`config.mk`:
```
export PLATFORM = sky130hd
export DESIGN_NAME = newton_square_root
export DESIGN_NICKNAME = d
export VERILOG_FILES = /design/src/nsr_pkg.sv /design/src/newton_square_root.sv
export SDC_FILE = /design/constraint.sdc
export NUM_CORES = 1
export LEC_CHECK = 0
export ABC_AREA = 1
export BUFFER_PORTS_ARGS = -buffer_cell sky130_fd_sc_hd__buf_4
export CORE_MARGIN = 4
export CORE_UTILIZATION = 56
export DETAILED_ROUTE_END_ITERATION = 12
export PLACE_DENSITY_LB_ADDON = 0.12
export SLEW_MARGIN = 10
export SYNTH_ARGS = -nofsm -noshare
export SYNTH_HDL_FRONTEND = slang
export SYNTH_SLANG_ARGS = --single-unit
```
`constraint.sdc`:
```
create_clock -name clk_i -period 6.75 [get_ports clk_i]
set_input_delay 1.35 -clock clk_i [delete_from_list [all_inputs] [get_ports clk_i]]
set_output_delay 1.35 -clock clk_i [all_outputs]
set_load 0.02 [all_outputs]
```
`src/nsr_pkg.sv`:
```
// Field widths and constants shared by the newton square root block and its checker.
`default_nettype none

package nsr_pkg;

  localparam int RadicandW = 32;
  localparam int RootW     = 24;
  localparam int CountW    = 6;
  localparam int TolW      = 16;
  localparam logic [TolW-1:0] TolReset = TolW'(1);

  typedef logic [RadicandW-1:0] radicand_t;
  typedef logic [RootW-1:0]     root_t;
  typedef logic [CountW-1:0]    count_t;
  typedef logic [TolW-1:0]      tol_t;

endpackage

`default_nettype wire

```
`src/newton_square_root.sv`:
```
// Newton-Raphson square root of an unsigned fixed-point radicand, one request at a time.
// The block takes one request at a time. A zero radicand goes straight to output. Any other
// radicand runs Newton steps x = (x + (n << FRAC_BITS) / x) / 2, starting at x = n, and each
// step runs a restoring divider that yields the quotient one bit per cycle, then the update
// state forms the new iterate and the decision state applies the stop rules. A new request
// is taken while the previous result still waits in the output register; the result register
// holds one answer, so a finished item waits only if that answer is not yet taken. The
// tolerance register (reset 1) is written through the cfg channel and read at every stop
// check, so write it only while no request is in flight.
`default_nettype none

module newton_square_root #(
  parameter int MAX_STEPS = 32,
  parameter int FRAC_BITS = 16
) (
  input  wire                 clk_i,
  input  wire                 rst_ni,
  // configuration write channel
  input  wire                 cfg_valid_i,
  output logic                cfg_ready_o,
  input  wire nsr_pkg::tol_t  cfg_data_i,
  // request channel
  input  wire                 in_valid_i,
  output logic                in_ready_o,
  input  wire nsr_pkg::radicand_t radicand_i,
  // result channel
  output logic                out_valid_o,
  input  wire                 out_ready_i,
  output nsr_pkg::root_t      root_o,
  output nsr_pkg::count_t     step_count_o,
  output logic                converged_o
);

  import nsr_pkg::*;

  localparam int XW  = RadicandW;
  localparam int QW  = RadicandW + FRAC_BITS;
  localparam int DCW = $clog2(QW);
  localparam int SCW = $clog2(MAX_STEPS + 1);

  typedef enum logic [2:0] {
    S_IDLE,
    S_DIV,
    S_UPD,
    S_DEC,
    S_OUT
  } state_e;

  state_e          state_q, state_d;
  logic            out_valid_q, out_valid_d;
  tol_t            tol_q;

  logic [XW-1:0]   n_q, n_d;
  logic [XW-1:0]   x_q, x_d;
  logic [XW-1:0]   nx_q, nx_d;
  logic [XW-1:0]   rem_q, rem_d;
  logic [QW-1:0]   quo_q, quo_d;
  logic [DCW-1:0]  dcnt_q, dcnt_d;
  logic [SCW-1:0]  steps_q, steps_d;
  logic            conv_q, conv_d;
  root_t           root_q, root_d;
  count_t          count_q, count_d;
  logic            conv_out_q, conv_out_d;

  logic [XW:0]     rem_sh;
  logic [XW:0]     rem_diff;
  logic            sub_ok;
  logic [QW:0]     sum;
  logic [XW-1:0]   mag;
  logic            out_free;
  logic [SCW+CountW-1:0] steps_ext;

  // Divider bit step, iterate update and step magnitude
  assign rem_sh    = {rem_q, quo_q[QW-1]};
  assign sub_ok    = rem_sh >= {1'b0, x_q};
  assign rem_diff  = rem_sh - {1'b0, x_q};
  assign sum       = {1'b0, quo_q} + (QW+1)'(x_q);
  assign mag       = (nx_q > x_q) ? (nx_q - x_q) : (x_q - nx_q);
  assign out_free  = !out_valid_q || out_ready_i;
  assign steps_ext = {{CountW{1'b0}}, steps_q};

  // Next-state and datapath logic
  always_comb begin
    state_d    = state_q;
    n_d        = n_q;
    x_d        = x_q;
    nx_d       = nx_q;
    rem_d      = rem_q;
    quo_d      = quo_q;
    dcnt_d     = dcnt_q;
    steps_d    = steps_q;
    conv_d     = conv_q;
    root_d     = root_q;
    count_d    = count_q;
    conv_out_d = conv_out_q;

    unique case (state_q)
      S_IDLE: begin
        if (in_valid_i) begin
          n_d     = radicand_i;
          x_d     = radicand_i;
          steps_d = '0;
          conv_d  = 1'b1;
          rem_d   = '0;
          quo_d   = {radicand_i, {FRAC_BITS{1'b0}}};
          dcnt_d  = DCW'(QW - 1);
          state_d = (radicand_i == '0) ? S_OUT : S_DIV;
        end
      end
      S_DIV: begin
        rem_d = sub_ok ? rem_diff[XW-1:0] : rem_sh[XW-1:0];
        quo_d = {quo_q[QW-2:0], sub_ok};
        if (dcnt_q == '0) begin
          state_d = S_UPD;
        end else begin
          dcnt_d = dcnt_q - DCW'(1);
        end
      end
      S_UPD: begin
        nx_d    = sum[XW:1];
        steps_d = steps_q + SCW'(1);
        state_d = S_DEC;
      end
      S_DEC: begin
        if (mag < XW'(tol_q)) begin
          x_d     = nx_q;
          conv_d  = 1'b1;
          state_d = S_OUT;
        end else if (steps_q > SCW'(1) && nx_q >= x_q) begin
          // integer settling: keep the smaller iterate
          conv_d  = 1'b1;
          state_d = S_OUT;
        end else begin
          x_d = nx_q;
          if (steps_q == SCW'(MAX_STEPS)) begin
            conv_d  = 1'b0;
            state_d = S_OUT;
          end else begin
            rem_d   = '0;
            quo_d   = {n_q, {FRAC_BITS{1'b0}}};
            dcnt_d  = DCW'(QW - 1);
            state_d = S_DIV;
          end
        end
      end
      S_OUT: begin
        if (out_free) begin
          root_d     = (x_q[XW-1:RootW] != '0) ? {RootW{1'b1}} : x_q[RootW-1:0];
          count_d    = steps_ext[CountW-1:0];
          conv_out_d = conv_q;
          state_d    = S_IDLE;
        end
      end
      default: state_d = S_IDLE;
    endcase

    // Raise the result when loaded, drop it once taken
    if (state_q == S_OUT && out_free) begin
      out_valid_d = 1'b1;
    end else if (out_ready_i) begin
      out_valid_d = 1'b0;
    end else begin
      out_valid_d = out_valid_q;
    end
  end

  // Control state, result valid and tolerance register
  always_ff @(posedge clk_i or negedge rst_ni) begin
    if (!rst_ni) begin
      state_q     <= S_IDLE;
      out_valid_q <= 1'b0;
      tol_q       <= TolReset;
    end else begin
      state_q     <= state_d;
      out_valid_q <= out_valid_d;
      if (cfg_valid_i) begin
        tol_q <= cfg_data_i;
      end
    end
  end

  // Datapath registers
  always_ff @(posedge clk_i) begin
    n_q        <= n_d;
    x_q        <= x_d;
    nx_q       <= nx_d;
    rem_q      <= rem_d;
    quo_q      <= quo_d;
    dcnt_q     <= dcnt_d;
    steps_q    <= steps_d;
    conv_q     <= conv_d;
    root_q     <= root_d;
    count_q    <= count_d;
    conv_out_q <= conv_out_d;
  end

  assign cfg_ready_o  = 1'b1;
  assign in_ready_o   = (state_q == S_IDLE);
  assign out_valid_o  = out_valid_q;
  assign root_o       = root_q;
  assign step_count_o = count_q;
  assign converged_o  = conv_out_q;

endmodule

`default_nettype wire

```
# [Word level (Yosys, flattened, before mapping)]
# Cells that the tools add are included.
[op_classes] add_sub_neg=6 n_lt_le_gt_ge=5 n_eq_ne=14 n_mux=39 reduce_logical=20
[op_table] cell="$mux 32" count=9
[op_table] cell="$mux 48" count=4
[op_table] cell="$pmux 48 s3" count=1
[op_table] cell="$pmux 32 s3" count=1
[op_table] cell="$sub 32x32->32" count=3
[op_table] cell="$pmux 32 s2" count=1
[op_table] cell="$mux 6" count=6
[op_table] cell="$add 33x32->33" count=1
[op_table] cell="$ge 33x32->1" count=1
[op_table] cell="$ge 32x32->1" count=1
[op_table] cell="$gt 32x32->1" count=1
[op_table] cell="$logic_not 32->1" count=1
[op_table] cell="$lt 32x16->1" count=1
[op_table] cell="$mux 3" count=7
[op_table] cell="$pmux 6 s3" count=1
[op_table] cell="$pmux 3 s5" count=1
[op_table] cell="$ne 2x2->1 const B" count=7
[op_table] cell="$pmux 6 s2" count=1
[op_table] cell="$reduce_and 3->1" count=3
[op_table] cell="$reduce_bool 8->1" count=1
[op_table] cell="$add 6x1->6 const B" count=1
[op_table] cell="$eq 3x2->1 const B" count=2
[op_table] cell="$eq 6x6->1 const B" count=1
[op_table] cell="$gt 6x1->1 const B" count=1
[op_table] cell="other kinds (17)" count=27
[word_totals] regBits=240 input_bits=53 output_inout_bits=34 elab_cells=98

# [Depth between registers and ports, before layout]
# Gate-level depths: netlist (run 1).
[logic_depth] ltp_word=5 mapped_depth=34 mapped_depth_nobuf=32

# [Least setup slack after synthesis (run 1)]
# No wires, ideal clock.
[synth_path] kind="reg-to-reg" startpoint="reg x_q[1]" endpoint="reg quo_q[0] (enable)" setup_time_ps=434 arrival_ps=5153 required_ps=6316 setup_slack_ps=1163 path_stages_with_launch=32 n_path_buf=2 period_less_slack_ps=5587 cell_sequence="edfxtp_1 -> inv_1 -> fa_1 -> nand3_1 -> nand3_1 -> nand2_1 -> nand2_2 -> nand2_2 -> nand2_2 -> nand2_2 -> nand2_4 -> nand2_4 -> buf_6 -> buf_2 -> nand3_1 -> o21ai_0 -> xor2_1 -> inv_1 -> ha_1 -> nand2_1 -> o21ai_0 -> nor3b_1 -> o21ai_0 -> a21oi_1 -> nor2_1 -> nand2_1 -> nor2_1 -> nand2_2 -> nand2_1 -> nand2_1 -> nand2_1 -> inv_1"
[synth_between] elab_chain_cells=5 word_cells_on_any_way=10 classes_between="2 x add/sub; 3 x order compare; 2 x eq/ne; 1 x mux; 2 x reduce/logical"
[synth_lines] element="start: declaration" line="newton_square_root.sv:54" text="logic [XW-1:0] x_q, x_d;"
[synth_lines] element="start signal: assignment" line="newton_square_root.sv:185" text="x_q <= x_d;"
[synth_lines] element="$sub 32x32->32 / $gt 32x32->1 (equally long branches)" line="newton_square_root.sv:78" text="assign mag = (nx_q > x_q) ? (nx_q - x_q) : (x_q - nx_q);"
[synth_lines] element="$mux 32" line="newton_square_root.sv:78"
[synth_lines] element="$lt 32x16->1" line="newton_square_root.sv:125" text="if (mag < XW'(tol_q)) begin"
[synth_lines] element="$ne 2x2->1 (no source line)"
[synth_lines] element="$reduce_and 5->1 (no source line) (*)"
[synth_lines] element="end signal: assignment" line="newton_square_root.sv:188" text="quo_q <= quo_d;"
[synth_lines] element="end: declaration" line="newton_square_root.sv:57" text="logic [QW-1:0] quo_q, quo_d;"
# Mark *: on every way between the ends. The rest lies on a longest branch, timed or not.
# A chain may end at the register's enable or synchronous reset.

# [Worst setup path in the final report (run 1)]
[layout_path] startpoint="reg x_q[18]" endpoint="reg quo_q[17] (enable)"
# Same word-level chain as after synthesis.

==> metrics.cfg, run 1 <==
[outcome]
status = complete, no violations

[yosys]
yosysWarnings = 0
synth_top_area_frac = 0.3719
async_flop_share = 0.08333
synthSimpleGateAreaFrac = 0.2361
synthTopCellsByArea = edfxtp_1 (37%), nand2_1 (14%), ha_1 (10%)
yosys_most_used_dff = edfxtp_1
ys_ff_latch = 240
yosysTopAreaCell = edfxtp_1
ys_types = 57
synth_top_family_by_area = simple AND/OR/NAND/NOR gates
synth_cells = 2321
synth-seq-area-share = 0.4001
synth_edf_count = 220
syn-cell-area_um2 = 17760
syn_avg_cell_area_um2 = 7.654
syn-num-nets = 2525
synth.mux.area_fraction = 0.0006339
synth_fa_ha_area_frac = 0.1080
synthXorXnorAreaFrac = 0.03550
synth_compound_area_frac = 0.1237

[timing]
fin_tns_setup_ps = 0
worst_pin_slew_ps = 1099
hold_viol = 0
fmax_mhz = 180.3
fin_ws_ps = 1203
worst_hold_slack_ps = 426.5
fin_crit_ps = 5547
slew_headroom = 0.2658
drv_slew = 0
rsz0062_at_grt = false
setup_viol = 0
skew_ps = 22.50
finalCritPeriodShare = 0.8218

[clock_tree]
cts_made_buffers = 27
h-tree-depth = 1
cts_root_buf = clkbuf_16
path_clk_slew_ps = 60
clockBufferDepth = 3
postCtsHoldBufs = 0
ctsResizeCount = 0
cts_sinks = 240
cts_setup_buffers = 0
clock_latency_ps = 580
cts_tree = done

[routing]
drtIter0Drc = 1643
via_count = 16080
drcViolationCount = 0
drt-total-wl_um = 55620
ant_nets = 0
drt-pass1-iter-count = 6
wire_per_inst_um = 19.70
via_per_inst = 5.696

[critical_path]
rr_startpoint = x_q[18]$_DFFE_PP_
rr_worst_depth = 30
cp_data_required_time_ps = 6950
critical_path_class = flip-flop to flip-flop
crit_arrival_ps = 5750
cpMostUsedCell = nand2_1
start_kind = flip-flop
crit_fanout = 47
worst_r2r_endpoint = quo_q[17]$_DFFE_PP_
reg2reg_slack_ps = 1200
end_kind = flip-flop
cp_slowest_cell = buf_4
cp_slowest_stage_delay_ps = 490

[global_routing]
grt_pass1_vias = 15010
grt_max_degree = 70
antenna_found_initial = 0
grt_pass1_wl_um = 85050
grt-ovfl-total = 0
grt.total_usage = 0.3192

[die]
initial_core_util = 0.5747
core_um2 = 30910
boundaryPins = 87
dieArea_um2 = 34640
die_height_um = 186.1
die_w_um = 186.1
rows = 64

[final_layout]
utilization = 0.6366
area_growth_pct = 10.77
drive_above_1_share = 0.07499
final_common_cell = nand2_1
final_cell_mix = nand2_1 (672), inv_1 (394), edfxtp_1 (220), nor2_1 (175), o21ai_0 (158)
fin_nets = 2611
diodes = 0

[power]
p_leak_uw = 0.009444
ir_drop_v = 0.0002368
p_per_area_nw_per_um2 = 160.1

[min_path]
min-delay-start = conv_q$_SDFFCE_PN1P_
hp-class = flip-flop to flip-flop
holdPathStages = 0
min_to = converged_o$_DFFE_PP_

[job]
maxCapViolCount = 0

[placement]
preCtsSetupSlack_ps = 1345
portBuffers = 85
place_congestion = 1.023
dp_hpwl_um = 44910

layer usage:
layer	wire length (µm)	GRT usage	vias to the layer above
met3	4612	0.02990	108
li1	-	-	7763
met5	0	0	-
met1	24640	0.4705	7446
met2	24180	0.4970	763
met4	2192	0.1102	0
worst max-delay path: cells and delay by family (launching register included):
kind / cells / cell delay, ps
buf+inv: 5 / 930
fa+ha+maj: 2 / 660
flops: 1 / 470
compound gates: 5 / 830
simple gates: 17 / 2060
xor+xnor: 1 / 170
sequential cells by signal, indices dropped and copies added, names as in the netlist:
name and cells:
conv_q 1, converged_o 1, dcnt_q 6, n_q 32
nx_q 32, out_valid_o 1, quo_q 48, rem_q 32
root_o 24, state_q 3, step_count_o 6, steps_q 6
tol_q 16, x_q 32
Yosys cell counts, types with 3 or more instances:
cell type and number:
nor2_2 3, o211ai_1 4, o21ai_0 158, o21ai_1 4, a31oi_1 11, ha_1 147, fa_1 4, clkbuf_1 25
dfrtp_1 19, o21a_1 3, edfxtp_1 220, inv_1 396, a221oi_1 3, a21o_1 3, a22oi_1 32, xor2_1 42
a211oi_1 4, a21oi_1 151, inv_2 4, nand3_1 88, nor2_4 5, nand2_2 12, nor2_1 179, xnor2_1 30
nor3_1 11, a21boi_0 3, nand4_1 20, nand2_1 672, o21bai_1 10, nor4_1 14, buf_2 7, nand2_4 5
cells by family (layout without fill, tap and decap cells):
kind of cell / count (synthesis) / after routing
and+or+nand+nor: 1018 / 1018
buffers and inverters: 441 / 547
AOI/OAI and AO/OA: 397 / 397
DFF: 240 / 240
adders and majority gates: 151 / 151
xor gates and xnor gates: 72 / 72
other: 1 / 1
muxes: 1 / 1
area by class of cell:
class	instances	area (µm²)
Inverter	403	1519
Timing Repair Buffer	95	713.2
Sequential cell	240	7108
Multi-Input combinational cell	1640	8981
Clock buffer	29	683.2
Fill cell	2715	11230
Tap cell	396	495.5
Clock inverter	20	177.7
power by group:
group	switching (µW)	internal (µW)
Clock	638	814
Combinational	46.3	35.0
Sequential	2.29	1610
Total	686	2460
per-stage QoR:
| stage | instance area (µm²) | cells | total power, µW |
|---|---|---|---|
| 2_1_floorplan | 17760 | 2321 | 1681 |
| 3_3_place_gp | 18820 | 2774 | 1725 |
| 3_5_place_dp | 18820 | 2774 | 1729 |
| 4_1_cts | 19680 | 2823 | 3168 |
| 5_1_grt | 19680 | 2823 | 3241 |
| 6_report | 19680 | 2823 | 3150 |
how the worst max path moves through the flow:
stage | start | to | cells past startpoint | slack (ps)
after global placement | x_q[1]$_DFFE_PP_ | quo_q[1]$_DFFE_PP_ | 30 | 1470
after floorplan | x_q[1]$_DFFE_PP_ | quo_q[0]$_DFFE_PP_ | 31 | 1160
after CTS | x_q[1]$_DFFE_PP_ | quo_q[17]$_DFFE_PP_ | 30 | 1330
after global routing | x_q[1]$_DFFE_PP_ | quo_q[19]$_DFFE_PP_ | 29 | 750
final | x_q[18]$_DFFE_PP_ | quo_q[17]$_DFFE_PP_ | 30 | 1200
after detailed placement | x_q[1]$_DFFE_PP_ | quo_q[1]$_DFFE_PP_ | 29 | 1350
(Power assumes the default switching activity.)
==> run 2: changes to the inputs <==
==> constraint.sdc (replaced) <==
create_clock -name clk_i -period 5.45 [get_ports clk_i]
set_input_delay 1.09 -clock clk_i [delete_from_list [all_inputs] [get_ports clk_i]]
set_output_delay 1.09 -clock clk_i [all_outputs]
set_load 0.02 [all_outputs]
==> metrics.cfg, run 2 (synthesis results as in run 1) <==
[outcome]
status = complete, no violations

[critical_path]
critical_path_class = flip-flop to flip-flop
cp_slowest_cell = edfxtp_1
cp_slowest_stage_delay_ps = 460  ; -30 ps
end_kind = flip-flop
crit_fanout = 14  ; -70%
start_kind = flip-flop
cp_data_required_time_ps = 5770  ; -1180 ps
crit_arrival_ps = 5330  ; -420 ps
cpMostUsedCell = nand2_1

[placement]
place_congestion = 1.040  ; +1.7%
dp_hpwl_um = 46600  ; +3.8%
portBuffers = 85  ; unchanged
dp_cells = 2812  ; +1.4%

[global_routing]
grt.total_usage = 0.3305  ; +0.01135
grt.met1_usage = 0.4686  ; -0.001896
grt_pass1_wl_um = 87750  ; +3.2%
top_usage_layer = met2
grt_max_degree = 61  ; -13%
grt-ovfl-total = 0  ; unchanged
antenna_found_initial = 1  ; +1
grt_pass1_vias = 15525  ; +3.4%
use_met3 = 0.05687  ; +0.02697
use_met2 = 0.5140  ; +0.01696

[routing]
via_count = 16505  ; +2.6%
drtIter0Drc = 1951  ; +19%
drt-total-wl_um = 58050  ; +4.4%
via_per_inst = 5.757  ; +1.1%
wire_per_inst_um = 20.25  ; +2.8%
drcViolationCount = 0  ; unchanged
drt-pass1-iter-count = 6  ; unchanged
ant_nets = 0  ; unchanged

[die]
boundaryPins = 87  ; unchanged
rows = 64  ; unchanged
core_um2 = 30910  ; unchanged
die_w_um = 186.1  ; unchanged
initial_core_util = 0.5747  ; unchanged
die_height_um = 186.1  ; unchanged
dieArea_um2 = 34640  ; unchanged

[clock_tree]
clock_latency_ps = 590  ; about the same
path_clk_slew_ps = 60  ; about the same
clockBufferDepth = 3  ; unchanged
cts_tree = done
h-tree-depth = 1  ; unchanged
postCtsHoldBufs = 0  ; unchanged
cts_sinks = 240  ; unchanged
cts_made_buffers = 27  ; unchanged
cts_root_buf = clkbuf_16

[timing]
fmax_mhz = 199.5  ; +11%
slew_headroom = 0.2925  ; +0.02671
finalCritPeriodShare = 0.9195  ; +0.09770
skew_ps = 35.64  ; +13.14 ps
drv_slew = 0  ; unchanged
worst_hold_slack_ps = 420.6  ; -5.954 ps
hold_viol = 0  ; unchanged
setup_viol = 0  ; unchanged
worst_pin_slew_ps = 1059  ; -39.98 ps
fin_crit_ps = 5012  ; -535.9 ps

[final_layout]
fillCellCount = 2730  ; +0.55%
area_growth_pct = 13.54
fin_nets = 2655  ; +1.7%
drive_above_1_share = 0.09227  ; +0.01728
diodes = 0  ; unchanged
final_cell_mix = nand2_1 (671), inv_1 (394), edfxtp_1 (220), nor2_1 (175), o21ai_0 (158)
largest_register_ffs = 48  ; unchanged
final_common_cell = nand2_1
final_cells = 2867  ; +1.6%
largest-register = quo_q

[power]
ir_drop_v = 0.0002787  ; +18%
p_per_area_nw_per_um2 = 199.8  ; +25%
p_leak_uw = 0.009726  ; +3.0%

[job]
maxCapViolCount = 0  ; unchanged

[min_path]
hp-class = primary input to async pin

==> run 2: cell count changes in the layout (fill, tap and decap cells not counted), sizes merged <==
| cell | previous run | this run |
|---|---|---|
| clkinvlp | 4 | 1 |
| clkinv | 16 | 11 |
| nand2 | 689 | 690 |
| bufinv | 2 | 4 |
| clkbuf | 29 | 37 |
| buf | 95 | 136 |
==> run 2: final cells by class <==
class                   count  area (µm²)  area share
multi-input cells        1641        9009      0.4466
clock inverters            14       193.9    0.009615
clock buffers              35       725.7     0.03598
repair buffers            138        1116     0.05533
well taps                 396       495.5     0.02456
inverters                 403        1523     0.07549
flip-flops and latches    240        7108      0.3524
==> run 2: critical path, delay by kind of cell (launching register included) <==
family          cells  cell delay (ps)
fa+ha+maj           2              620
buf+inv             6              750
compound gates      6              860
flops               1              460
simple gates       16             1840
xor+xnor            1              190
==> run 2: stage by stage <==
step,util,total power [µW],setup slack (ps),cell area [µm²],TNS [ps]
after global routing,0.6526,4124,-11.69,20170,-190.4
after detailed placement,0.6189,2142,390.1,19130,0
after global placement,0.6189,2138,520.4,19130,0
final,0.6526,4030,438.5,20170,0
after floorplan,-,2082,149.1,17770,0
after CTS,0.6487,4044,365.1,20050,0
==> run 2: path summary, 6_finish.rpt <==
path	from	end	cells after the start	slack (ps)
hold / removal	rst_ni	tol_q[7]$_DFFE_PN0P_	1	420
max in group asynchronous	rst_ni	state_q[1]$_DFFE_PN0P_	1	4710
hold reg to reg	conv_q$_SDFFCE_PN1P_	converged_o$_DFFE_PP_	0	430
setup / recovery	x_q[19]$_DFFE_PP_	quo_q[13]$_DFFE_PP_	31	440
min in group clk_i	conv_q$_SDFFCE_PN1P_	converged_o$_DFFE_PP_	0	430
setup reg to reg	x_q[19]$_DFFE_PP_	quo_q[13]$_DFFE_PP_	31	440
==> run 2: report_power, final <==
group          internal (µW)  switching, µW  leakage [µW]
combinational           43.5           59.1       0.00698
sequential              2000           3.11       0.00229
clock                   1140            789      0.000456
==> run 2: layer usage <==
layer	share of wire	vias up
li1	-	7864
met1	0.42	7675
met2	0.43	848
met3	0.10	116
met4	0.044	2
met5	0.00026	-
==> run 2: timing repair <==
item,CTS,global route
gates resized for setup,0,5
endpoints found under the setup margin,0,86
buffers inserted,0,2
==> run 3: changes to the inputs <==
--- a/config.mk
+++ b/config.mk
@@ -8,7 +8,7 @@
 export ABC_AREA = 1
 export BUFFER_PORTS_ARGS = -buffer_cell sky130_fd_sc_hd__buf_4
 export CORE_MARGIN = 4
-export CORE_UTILIZATION = 56
+export CORE_UTILIZATION = 63
 export DETAILED_ROUTE_END_ITERATION = 12
 export PLACE_DENSITY_LB_ADDON = 0.12
 export SLEW_MARGIN = 10
==> metrics.cfg, run 3 (synthesis results as in run 1) <==
[critical_path]
cp_slowest_stage_delay_ps = 500  ; +40 ps
start_kind = flip-flop
cpMostUsedCell = nand2_2
critical_path_class = flip-flop to flip-flop
cp_slowest_cell = edfxtp_1
end_kind = flip-flop
crit_fanout = 14  ; unchanged
crit_arrival_ps = 5390  ; +60 ps
cp_data_required_time_ps = 5740  ; -30 ps

[final_layout]
multi_input_area_um2 = 9015  ; about the same
final_common_cell = nand2_1
diodes = 0  ; unchanged
area_growth_pct = 12.28
largest_register_ffs = 48  ; unchanged
final_cell_mix = nand2_1 (670), inv_1 (395), edfxtp_1 (220), nor2_1 (174), o21ai_0 (158)
fin_nets = 2636  ; -0.72%
drive_above_1_share = 0.08493  ; -0.007338
utilization = 0.7180  ; +0.06541
final_cells = 2827  ; -1.4%
largest-register = quo_q
seqCellArea_um2 = 7108  ; unchanged
fillCellCount = 2250  ; -18%

[clock_tree]
cts_sinks = 240  ; unchanged
cts_root_buf = clkbuf_16
h-tree-depth = 1  ; unchanged
cts_tree = done
clock_latency_ps = 550  ; -40 ps
clockBufferDepth = 3  ; unchanged
postCtsHoldBufs = 0  ; unchanged
cts_made_buffers = 26  ; -3.7%
path_clk_slew_ps = 70  ; about the same

[min_path]
hp-class = primary input to async pin

[placement]
portBuffers = 85  ; unchanged
dp_cells = 2777  ; -1.2%
dp_hpwl_um = 44400  ; -4.7%
place_congestion = 1.084  ; +4.2%

[timing]
rsz0062_at_grt = false
hold_viol = 0  ; unchanged
slew_headroom = 0.2540  ; -0.03854
drv_slew = 0  ; unchanged
finalCritPeriodShare = 0.9355  ; +0.01598
fmax_mhz = 196.1  ; -1.7%
skew_ps = 31.22  ; -4.416 ps
fin_crit_ps = 5099  ; +87.10 ps
fin_tns_setup_ps = 0  ; unchanged
worst_hold_slack_ps = 441.4  ; +20.84 ps
worst_pin_slew_ps = 1109  ; +50.10 ps
setup_viol = 0  ; unchanged

[global_routing]
grt.total_usage = 0.3563  ; +0.02578
grt_max_degree = 88  ; +44%
antenna_found_initial = 1  ; unchanged
grt-ovfl-total = 0  ; unchanged
grt_pass1_vias = 15489  ; -0.23%
grt_pass1_wl_um = 85850  ; -2.2%

[die]
core_um2 = 27780  ; -10%
dieArea_um2 = 30950  ; -11%
initial_core_util = 0.6394  ; +0.06471
rows = 61  ; -4.7%
boundaryPins = 87  ; unchanged
die_height_um = 175.9  ; -5.5%
die_w_um = 175.9  ; -5.5%

[power]
p_leak_uw = 0.009602  ; -1.3%
finalPower_uw = 3873  ; -3.9%
p_per_area_nw_per_um2 = 194.2  ; -2.8%
ir_drop_v = 0.0002966  ; +6.4%

[routing]
wire_per_inst_um = 19.96  ; -1.4%
via_per_inst = 5.815  ; +1.0%
drt-pass1-iter-count = 7  ; +1
via_count = 16438  ; -0.41%
drtIter0Drc = 2164  ; +11%
ant_nets = 0  ; unchanged
drcViolationCount = 0  ; unchanged
drt-total-wl_um = 56420  ; -2.8%

[outcome]
status = complete, no violations

[job]
maxCapViolCount = 0  ; unchanged

==> run 3: area by class of cell <==
cell class,instances,area share
Clock buffer,31,0.03463
Tap cell,378,0.02371
Timing Repair Buffer,121,0.04981
Multi-Input combinational cell,1640,0.4520
Clock inverter,14,0.007214
Sequential cell,240,0.3564
Inverter,403,0.07634
==> run 3: power by group <==
part	total, µW	switching (µW)	leakage (µW)	internal [µW]
combinational	100	56.9	0.00691	43.2
sequential	2000	2.84	0.00229	2000
clock	1770	733	0.000404	1040
==> run 3: per-stage QoR <==
| step | cell area, µm² | setup WS, ps |
|---|---|---|
| 3_3_place_gp | 18980 | 600.6 |
| 6_report | 19950 | 351.4 |
| 3_5_place_dp | 18980 | 480.5 |
| 4_1_cts | 19820 | 458.4 |
| 5_1_grt | 19950 | 44.60 |
| 2_1_floorplan | 17770 | 149.1 |
==> run 3: worst max-delay path, delay by kind of cell, from the launching register on <==
family                   cells  cell delay, ps
adder cells (fa/ha/maj)      2             710
XOR/XNOR                     1             140
AND/OR/NAND/NOR             18            1820
flip-flops                   1             500
AO/OA/AOI/OAI                4             650
buffers and inverters        6            1010
==> run 3: final timing paths <==
| check | startpoint | depth (start not counted) | slack, ps | to |
|---|---|---|---|---|
| min in group clk_i | conv_q$_SDFFCE_PN1P_ | 0 | 440 | converged_o$_DFFE_PP_ |
| hold reg to reg | conv_q$_SDFFCE_PN1P_ | 0 | 440 | converged_o$_DFFE_PP_ |
| setup / recovery | x_q[3]$_DFFE_PP_ | 31 | 350 | quo_q[33]$_DFFE_PP_ |
| hold / removal | rst_ni | 1 | 440 | tol_q[9]$_DFFE_PN0P_ |
| setup reg to reg | x_q[3]$_DFFE_PP_ | 31 | 350 | quo_q[33]$_DFFE_PP_ |
| max in group asynchronous | rst_ni | 1 | 4700 | tol_q[0]$_DFFE_PN1P_ |
==> run 3: timing repair <==
item	in CTS	in global routing
buffers inserted	0	2
endpoints found under the setup margin	0	75
gates resized for setup	0	10
==> run 3: layer usage <==
metal	GRT usage	vias to the layer above	routed length (µm)
li1	-	7797	-
met1	0.4892	7576	22600
met2	0.5743	924	25390
met3	0.06328	139	6133
met4	0.1244	2	2281
met5	0	-	13
